[src/rtl/vra_pkg.sv]
// shared types and constants of the virtual space range allocator
package vra_pkg;

	// fixed field widths
	localparam int DATA_W    = 32;
	localparam int SIZE_W    = 33;
	localparam int SLOT_W    = 6;
	localparam int CFG_IDX_W = 2;
	localparam int SLOT_LIMIT = 1 << SLOT_W;

	// operation codes
	localparam logic OP_ALLOC = 1'b0;
	localparam logic OP_FREE  = 1'b1;

	// result status codes
	localparam logic [1:0] ST_OK        = 2'd0;
	localparam logic [1:0] ST_EXHAUSTED = 2'd1;
	localparam logic [1:0] ST_BAD_SIZE  = 2'd2;
	localparam logic [1:0] ST_BAD_SLOT  = 2'd3;

	// configuration register indexes
	localparam logic [CFG_IDX_W-1:0] CFG_SPACE_BEGIN = 2'd0;
	localparam logic [CFG_IDX_W-1:0] CFG_SPACE_END   = 2'd1;
	localparam logic [CFG_IDX_W-1:0] CFG_IMAGE_START = 2'd2;
	localparam logic [CFG_IDX_W-1:0] CFG_IMAGE_SIZE  = 2'd3;

	// configuration reset values
	localparam logic [DATA_W-1:0] SPACE_BEGIN_RST = 32'h0040_0000;
	localparam logic [DATA_W-1:0] SPACE_END_RST   = 32'hE000_0000;
	localparam logic [DATA_W-1:0] IMAGE_START_RST = 32'h0000_0000;
	localparam logic [DATA_W-1:0] IMAGE_SIZE_RST  = 32'h0000_0000;

	// sequencer states
	localparam int STATE_W = 3;
	localparam logic [STATE_W-1:0] S_IDLE  = 3'd0;
	localparam logic [STATE_W-1:0] S_CHECK = 3'd1;
	localparam logic [STATE_W-1:0] S_WALK  = 3'd2;
	localparam logic [STATE_W-1:0] S_LINK1 = 3'd3;
	localparam logic [STATE_W-1:0] S_LINK2 = 3'd4;
	localparam logic [STATE_W-1:0] S_RESP  = 3'd5;

	// page-rounded size limits of one request
	typedef struct packed {
		logic [SIZE_W-1:0] min_b;
		logic [SIZE_W-1:0] goal_b;
		logic [SIZE_W-1:0] max_b;
		logic              req_zero;
	} lim_t;

endpackage

[src/rtl/vra_size_round.sv]
// rounds a requested byte size into min, goal and max page multiples
module vra_size_round #(
	parameter int PAGE_BYTES = 4096
) (
	input  logic [vra_pkg::DATA_W-1:0] request_size,
	output vra_pkg::lim_t              lim
);
	import vra_pkg::*;

	localparam logic [SIZE_W-1:0] PAGE_MASK = SIZE_W'(PAGE_BYTES - 1);

	logic [SIZE_W-1:0] half;
	logic [SIZE_W-1:0] whole;
	logic [SIZE_W-1:0] twice;

	assign half  = {2'b00, request_size[DATA_W-1:1]};
	assign whole = {1'b0, request_size};
	assign twice = {request_size, 1'b0};

	// min rounds half plus one up, goal rounds up, max rounds twice down
	assign lim.min_b    = (half + SIZE_W'(1) + PAGE_MASK) & ~PAGE_MASK;
	assign lim.goal_b   = (whole + PAGE_MASK) & ~PAGE_MASK;
	assign lim.max_b    = twice & ~PAGE_MASK;
	assign lim.req_zero = (request_size == '0);

endmodule

[config.mk]
export PLATFORM = sky130hd
export DESIGN_NAME = vra_size_round
export DESIGN_NICKNAME = d
export VERILOG_FILES = /design/src/rtl/vra_pkg.sv /design/src/rtl/vra_size_round.sv
export SDC_FILE = /design/constraint.sdc
export NUM_CORES = 1
export LEC_CHECK = 0
export BUFFER_PORTS_ARGS = -buffer_cell sky130_fd_sc_hd__buf_4
export CORE_MARGIN = 1.5
export CORE_UTILIZATION = 35
export DETAILED_ROUTE_END_ITERATION = 8
export PLACE_DENSITY_LB_ADDON = 0.25
export SLEW_MARGIN = 15
export SYNTH_ARGS = -nofsm -noshare
export SYNTH_HDL_FRONTEND = slang
export SYNTH_SLANG_ARGS = --single-unit
[constraint.sdc]
create_clock -name vclk -period 2.55
set_clock_uncertainty 0.1 [all_clocks]
set_input_delay 0.255 -clock vclk [all_inputs]
set_output_delay 0.255 -clock vclk [all_outputs]
set_load 0.02 [all_outputs]
==> Yosys cells after proc, flatten, opt, wreduce, memory -nomap -nowiden <==
Index checks and enable logic that the tools add are counted.
{ "totals": {"register_bits": 0, "word_cells": 4} }
{ "op_classes": {"add_sub_neg": 3, "reduce_logical": 1} }
{ "op_table": {"columns": ["cell", "count"], "rows": [
  ["$add A32 B12 Y33 const B", 2],
  ["$add A31 B1 Y32 const B", 1],
  ["$logic_not A32 Y1", 1]
]} }

==> Logic depth before layout (Yosys ltp) <==
Gate-level depths: netlist of the first run.
{ "depth": {"depth_word": 2, "mapped_depth": 6} }

==> Worst setup path after synthesis of the first run <==
No wires, ideal clock.
{ "synth_path": {"path_type": "input -> output", "startpoint": "in request_size[13] (netlist name)", "endpoint": "out lim[63] (netlist name)", "arrival_time_ns": 1.536, "required_time_ns": 2.195, "slack_ns": 0.659, "path_stages": 6, "cell_sequence": "ha_1 -> and3_1 -> buf_2 -> nand4_4 -> nor4_2 -> xor2_1"} }
{ "synth_rtl": {"columns": ["item", "line_no", "text"], "rows": [
  ["from (decl)", "vra_size_round.sv:5", "input logic [vra_pkg::DATA_W-1:0] request_size,"],
  ["to (decl)", "vra_size_round.sv:6", "output vra_pkg::lim_t lim"]
]} }

==> results.yml, run 1 <==
setup_path:
  endpoint_kind: "output port"
  worstSetupPathType: "primary input to output port"
  cp_data_required_time_ns: 2.19
  crit_arrival_ns: 1.78
  critPathLaunch: "request_size[10]"
  worstPathMaxFanout: 7
  start_kind: "primary input"
min_path:
  worstHoldPathType: "primary input to output port"
  hold_start: "request_size[11]"
cells_and_area:
  n_antenna_cell: 0
  clock_buffers: 0
  stdcell_count: 283
  syn_to_final_growth_pct: 36.7
  design.seq.count: 0
  drive_gt1_frac: 0.435
  final_nets: 272
  seq_area_sq_um: 0
logic_synthesis:
  syn_area_sq_mm: 0.00120
  synthCells: 172
  synth_cell_types: 25
  synth_warnings: 0
  synth.area.top_cells: "buf_4 36%, xnor2_1 13%, xor2_1 13%"
  ys_seq_area_frac: 0
  yosysMostFrequentCell: "buf_4"
  synth_common_cells: "58 x buf_4, 18 x xnor2_1, 18 x xor2_1, 12 x nand2_1, 11 x nor2_1"
  avgSynthCellArea_sq_um: 6.96
  yosysTopAreaCell: "buf_4"
  synth_top_area_frac: 0.364
timing:
  timing.fmax_ghz: 0.469
  worstMarginPinSlew_ns: 0.629
  setup_tns_ns: 0
  min_period_over_period: 0.837
  rsz0062_at_grt: "false"
  finalMaxSlewViolations: 0
  period_minus_slack_ns: 2.13
  setup_violations: 0
  hold_viol: 0
  hold_ws_ns: 0.620
  slew_headroom: 0.579
placed_design:
  placed_cells: 283
  dp_hpwl_mm: 2.60
  place.gp.congestion: 0.712
  numPortBuffers: 95
grt:
  grt_overflow_total: 0
  grt_max_degree: 10
  grtUsageTotal: 0.146
  grt_pass1_vias: 1000
  antenna_found_initial: 0
  grt_pass1_wl_mm: 4.49
route:
  ant_nets: 0
  vias_per_cell: 4.35
  drtIter0Drc: 52
  drt_pre_antenna_iters: 4
  drc_errors: 0
  avgRoutedWirePerCell_um: 10.7
  vias: 1231
  routed_wl_mm: 3.03
floorplan:
  initial_core_util: 0.362
  fp.dieH_um: 61.5
  io-pin-count: 132
  dieArea_sq_mm: 0.00378
  fp.dieW_um: 61.5
  rows: 21
  core_area_sq_mm: 0.00331
clock_network:
  cts_resized: 0
  postCtsSetupRepairBufs: 0
  hold_buffers: 0
flow_run:
  cap_violations: 0
power:
  p_per_area_mw_per_mm2: 204
  p_leak_uw: 0.000853
  ir_drop_v: 0.0000955
outcome:
  status: "complete, no violations"
==> metrics by stage <==
step	power (uW)	setup WS [ns]	util	cell area, sq um
after CTS	335	0.382	0.494	1640
after global routing	358	0.218	0.494	1640
final	333	0.417	0.494	1640
after detailed placement	334	0.382	0.494	1640
after floorplan	253	0.659	-	1330
after global placement	332	0.433	0.494	1640
==> power breakdown <==
| group | internal [uW] | switching, uW | total (uW) |
|---|---|---|---|
| Combinational | 127 | 206 | 333 |
| Sequential | 0 | 0 | 0 |
| Clock | 0 | 0 | 0 |
| Total | 127 | 206 | 333 |
==> cells by family (layout without fill, tap and decap cells) <==
family / after synthesis / count (layout) / share of synthesized area
AOI/OAI and AO/OA: 2 / 2 / 0.0125
other: 1 / 37 / 0.00313
buffers and inverters: 70 / 99 / 0.405
and+or+nand+nor: 62 / 62 / 0.305
xor gates and xnor gates: 36 / 36 / 0.263
adders and majority gates: 1 / 1 / 0.0104
==> layer usage <==
metal,vias to the layer above,global-route usage,wire [um]
li1,605,-,-
met1,562,0.185,1250
met2,64,0.281,1510
met3,0,0.0126,264
met4,0,0,0
met5,-,0,0
==> area by class of cell <==
class / count / area [sq um]
Inverter: 3 / 11.3
Timing Repair Buffer: 96 / 721
Multi-Input combinational cell: 138 / 847
Tap cell: 46 / 57.6
Fill cell: 372 / 1670
==> path summary, 6_finish.rpt <==
check / endpoint / slack (ns) / cells past startpoint
max: lim[48] / 0.42 / 7
min: lim[13] / 0.62 / 2
==> layout by cell type (no fill, tap or decap), drive strengths merged <==
cell   instances
nor4          11
inv            3
nand4          8
a31oi          1
or2            1
buf           96
and3           4
and2           1
conb          37
nor3           6
xor2          18
a31o           1
and4           1
xnor2         18
ha             1
nand2         12
nor2          11
nand3          7
==> critical path: stages <==
cell	delay, ns
buf_4	0.11
nor4_1	0.44
a31oi_1	0.34
buf_4	0.27
nand2_1	0.08
xnor2_1	0.12
buf_4	0.16
Note: power is estimated with default switching activity, not from simulation.
==> inputs of run 2 (changes only) <==
- ABC_AREA: default -> 1
- clock period: 2.55 -> 2.1 ns (I/O delays scaled with it)
==> run 2 against run 1 <==
  * Final cell count increased by 45%
  * Core utilization decreased by 2.3 points
  * Critical path depth increased by 3
  * Highest routed layer is now met4
==> results.yml, run 2 <==
route:
  vias_per_cell: 4.40
  wl_met2_mm: 2.07
  drt_pre_antenna_iters: 6
  highest_layer: "met4"
  drc_errors: 0
  routed_wl_mm: 4.26
  met1_length_mm: 1.81
  avgRoutedWirePerCell_um: 10.4
  drtIter0Drc: 63
  dr_wl_met3_um: 347
  vias: 1803
  ant_nets: 0
logic_synthesis:
  yosysTopAreaCell: "buf_4"
  synth_common_cells: "81 x nand2_1, 59 x buf_4, 40 x nor2_1, 25 x inv_1, 17 x xor2_1"
  synth_warnings: 0
  ys_seq_area_frac: 0
  synth.area.top_cells: "buf_4 28%, nand2_1 19%, nor2_1 9.5%"
  yosysMostFrequentCell: "nand2_1"
  synth_cell_types: 19
  synthCells: 286
  synth_top_area_frac: 0.281
  avgSynthCellArea_sq_um: 5.52
  syn_area_sq_mm: 0.00158
cells_and_area:
  drive_gt1_frac: 0.330
  fill_cells: 492
  design.seq.count: 0
  final_nets: 393
  post-route-util: 0.472
  n_antenna_cell: 0
  seq_area_sq_um: 0
  final_common_cell: "buf_4"
  clock_buffers: 0
  final_cell_mix: "97 x buf_4, 81 x nand2_1, 40 x nor2_1"
  syn_to_final_growth_pct: 30.1
min_path:
  hold_depth: 2
  hold_start: "request_size[11]"
  worstHoldPathType: "primary input to output port"
timing:
  rsz0062_at_grt: "false"
  min_period_over_period: 0.884
  hold_viol: 0
  period_minus_slack_ns: 1.86
  timing.fmax_ghz: 0.538
  setup_tns_ns: 0
  finalMaxSlewViolations: 0
  setup_violations: 0
placed_design:
  numPortBuffers: 95
  place.gp.congestion: 0.843
  dp_hpwl_mm: 3.73
power:
  p_total_uw: 452
  p_per_area_mw_per_mm2: 220
  p_leak_uw: 0.00112
  ir_drop_v: 0.0000913
floorplan:
  core_area_sq_mm: 0.00435
  fp.dieW_um: 70.1
  io-pin-count: 132
  rows: 24
  dieArea_sq_mm: 0.00492
  initial_core_util: 0.362
  fp.dieH_um: 70.1
grt:
  antenna_found_initial: 0
  grt_pass1_vias: 1556
  grt_overflow_total: 0
  grtUsageTotal: 0.162
  grt_max_degree: 14
  grt_pass1_wl_mm: 6.75
setup_path:
  crit_arrival_ns: 1.55
  worstSetupPathType: "primary input to output port"
  endpoint_kind: "output port"
  cp_data_required_time_ns: 1.79
  critPathLaunch: "request_size[13]"
  worstPathMaxFanout: 7
  start_kind: "primary input"
clock_network:
  cts_resized: 0
  postCtsSetupRepairBufs: 0
  hold_buffers: 0
flow_run:
  cap_violations: 0
outcome:
  status: "complete, no violations"
[run 2: changes by cell type after synthesis, sizes merged, moves of 5 or more]
cell | before | now
nand2 | 12 | 88
nor2 | 11 | 53
inv | 3 | 25
xnor2 | 18 | 4
nand3 | 7 | 15
nor4 | 11 | 3
nand4 | 8 | 14
clkbuf | 5 | 0
[run 2: power by group]
group | internal, uW | leakage [uW] | switching, uW
clock | 0 | 0 | 0
sequential | 0 | 0 | 0
combinational | 162 | 0.00112 | 289
[run 2: cells by family (layout without fill, tap and decap cells)]
family / count (synthesis) / count (layout) / share of synthesized area
buffers and inverters: 86 / 122 / 0.347
adders and majority gates: 1 / 1 / 0.00793
other: 1 / 37 / 0.00238
xor gates and xnor gates: 21 / 21 / 0.117
and+or+nand+nor: 177 / 177 / 0.527
[run 2: final timing paths]
check / to
max: lim[63]
min: lim[13]
[run 2: cell type report]
class | instances | area, sq um | share of cell area
Inverter | 25 | 93.8 | 0.0457
Timing Repair Buffer | 97 | 728 | 0.355
Tap cell | 52 | 65.1 | 0.0317
Multi-Input combinational cell | 236 | 1170 | 0.568
[run 2: stage by stage]
| step | cells | setup WS (ns) | hold slack (ns) | instance area [sq um] |
|---|---|---|---|---|
| after detailed placement | 410 | 0.234 | 0.559 | 2050 |
| after global placement | 410 | 0.279 | 0.557 | 2050 |
| final | 410 | 0.243 | 0.556 | 2050 |
| after CTS | 410 | 0.233 | 0.558 | 2050 |
| after global routing | 410 | 0.105 | 0.564 | 2050 |
| after floorplan | 322 | 0.273 | 0.432 | 1710 |
[run 2: routing by layer]
layer,GRT usage,vias up
met5,0,-
met4,0.0107,0
met3,0.0173,2
met2,0.295,77
met1,0.213,782
li1,-,942
[run 2: critical path, stage by stage]
cell and delay [ns]:
buf_4 0.12, ha_1 0.26, inv_1 0.15, nor2_4 0.17, nand2_2 0.09, nor2_2 0.18, nand3_1 0.10, nand2_1 0.06
nand2_1 0.04, buf_4 0.15
==> inputs of run 3 (changes only) <==
==> constraint.sdc (replaced) <==
create_clock -name vclk -period 2.1
set_clock_uncertainty 0.1 [all_clocks]
set_input_delay 0.21 -clock vclk [all_inputs]
set_output_delay 0.21 -clock vclk [all_outputs]
set_load 0.005 [all_outputs]
==> run 3 against run 2 <==
  * Non-clock buffer count did not move
  * Largest cell class unchanged
  * Critical endpoint unchanged
  * Hold slack worse by 0.033 ns
  * Via count is 0.67% lower
  * Maximum frequency is 1.5% higher
==> results.yml, run 3 (synthesis results as in run 2) <==
grt:
  antenna_found_initial: 0
  grt_overflow_total: 0
  grtUsageTotal: 0.168
  grt_pass1_vias: 1575
  grt_max_degree: 14
  grt_pass1_wl_mm: 7.07
clock_network:
  postCtsSetupRepairBufs: 0
  hold_buffers: 0
  cts_resized: 0
floorplan:
  dieArea_sq_mm: 0.00492
  rows: 24
  initial_core_util: 0.362
  fp.dieH_um: 70.1
  fp.dieW_um: 70.1
  core_area_sq_mm: 0.00435
  io-pin-count: 132
min_path:
  hold_depth: 2
  worstHoldPathType: "primary input to output port"
  hold_start: "request_size[11]"
  holdPathEnd: "lim[13]"
timing:
  timing.fmax_ghz: 0.547
  setup_violations: 0
  rsz0062_at_grt: "false"
  setup_tns_ns: 0
  hold_viol: 0
  period_minus_slack_ns: 1.83
  finalMaxSlewViolations: 0
  min_period_over_period: 0.871
  hold_ws_ns: 0.524
route:
  avgRoutedWirePerCell_um: 10.5
  drc_errors: 0
  drtIter0Drc: 56
  vias_per_cell: 4.37
  routed_wl_mm: 4.32
  vias: 1791
  ant_nets: 0
  drt_pre_antenna_iters: 4
power:
  ir_drop_v: 0.0000726
  p_leak_uw: 0.00112
  p_per_area_mw_per_mm2: 158
setup_path:
  worstPathMaxFanout: 7
  cp_data_required_time_ns: 1.79
  endpoint_kind: "output port"
  worstSetupPathType: "primary input to output port"
  crit_arrival_ns: 1.52
  start_kind: "primary input"
cells_and_area:
  final_cell_mix: "97 x buf_4, 81 x nand2_1, 40 x nor2_1"
  n_antenna_cell: 0
  final_nets: 393
  seq_area_sq_um: 0
  clock_buffers: 0
  design.seq.count: 0
  drive_gt1_frac: 0.330
  final_common_cell: "buf_4"
  syn_to_final_growth_pct: 30.1
placed_design:
  place.gp.congestion: 0.839
  dp_hpwl_mm: 3.76
  numPortBuffers: 95
outcome:
  status: "complete, no violations"
flow_run:
  cap_violations: 0
==> run 3: cell counts in the layout (fill, tap and decap cells not counted) <==
Identical to the previous run, type by type.
==> run 3: report_power, final <==
| part | leakage, uW | internal (uW) | switching, uW |
|---|---|---|---|
| logic | 0.00112 | 158 | 167 |
| clock network | 0 | 0 | 0 |
| registers | 0 | 0 | 0 |
| total | 0.00112 | 158 | 167 |
==> run 3: routing by layer <==
metal / part of all wire / track usage / vias up
li1: - / - / 940
met1: 0.44 / 0.228 / 778
met2: 0.48 / 0.306 / 71
met3: 0.067 / 0.00722 / 2
met4: 0.0062 / 0.0107 / 0
met5: 0 / 0 / -
==> run 3: worst max-delay path by stage <==
stage                     startpoint       to  cells after the start  slack (ns)
CTS                 request_size[13]  lim[63]                     10        0.27
floorplan           request_size[13]  lim[55]                      7        0.68
detailed placement  request_size[13]  lim[63]                     10        0.27
global placement    request_size[13]  lim[63]                     10        0.31
global route        request_size[13]  lim[63]                     10        0.12
finish              request_size[13]  lim[63]                     10        0.27
==> run 3: cell type report <==
type | instances | area (sq um)
timing repair buffer | 97 | 728
multi-input combinational | 236 | 1170
inverter | 25 | 93.8
fill | 498 | 2300
tap | 52 | 65.1
==> run 3: worst max-delay path, stage by stage <==
cell     delay [ns]
buf_4          0.12
ha_1           0.26
inv_1          0.14
nor2_4         0.18
nand2_2        0.09
nor2_2         0.18
nand3_1        0.09
nand2_1        0.06
nand2_1        0.05
buf_4          0.13
==> run 3: per-stage QoR <==
step | power [uW] | std cells | area (sq um) | setup WS, ns | util
5_1_grt | 359 | 410 | 2050 | 0.121 | 0.472
4_1_cts | 327 | 410 | 2050 | 0.268 | 0.472
3_5_place_dp | 325 | 410 | 2050 | 0.270 | 0.472
2_1_floorplan | 205 | 322 | 1710 | 0.681 | -
6_report | 325 | 410 | 2050 | 0.271 | 0.472
3_3_place_gp | 324 | 410 | 2050 | 0.307 | 0.472
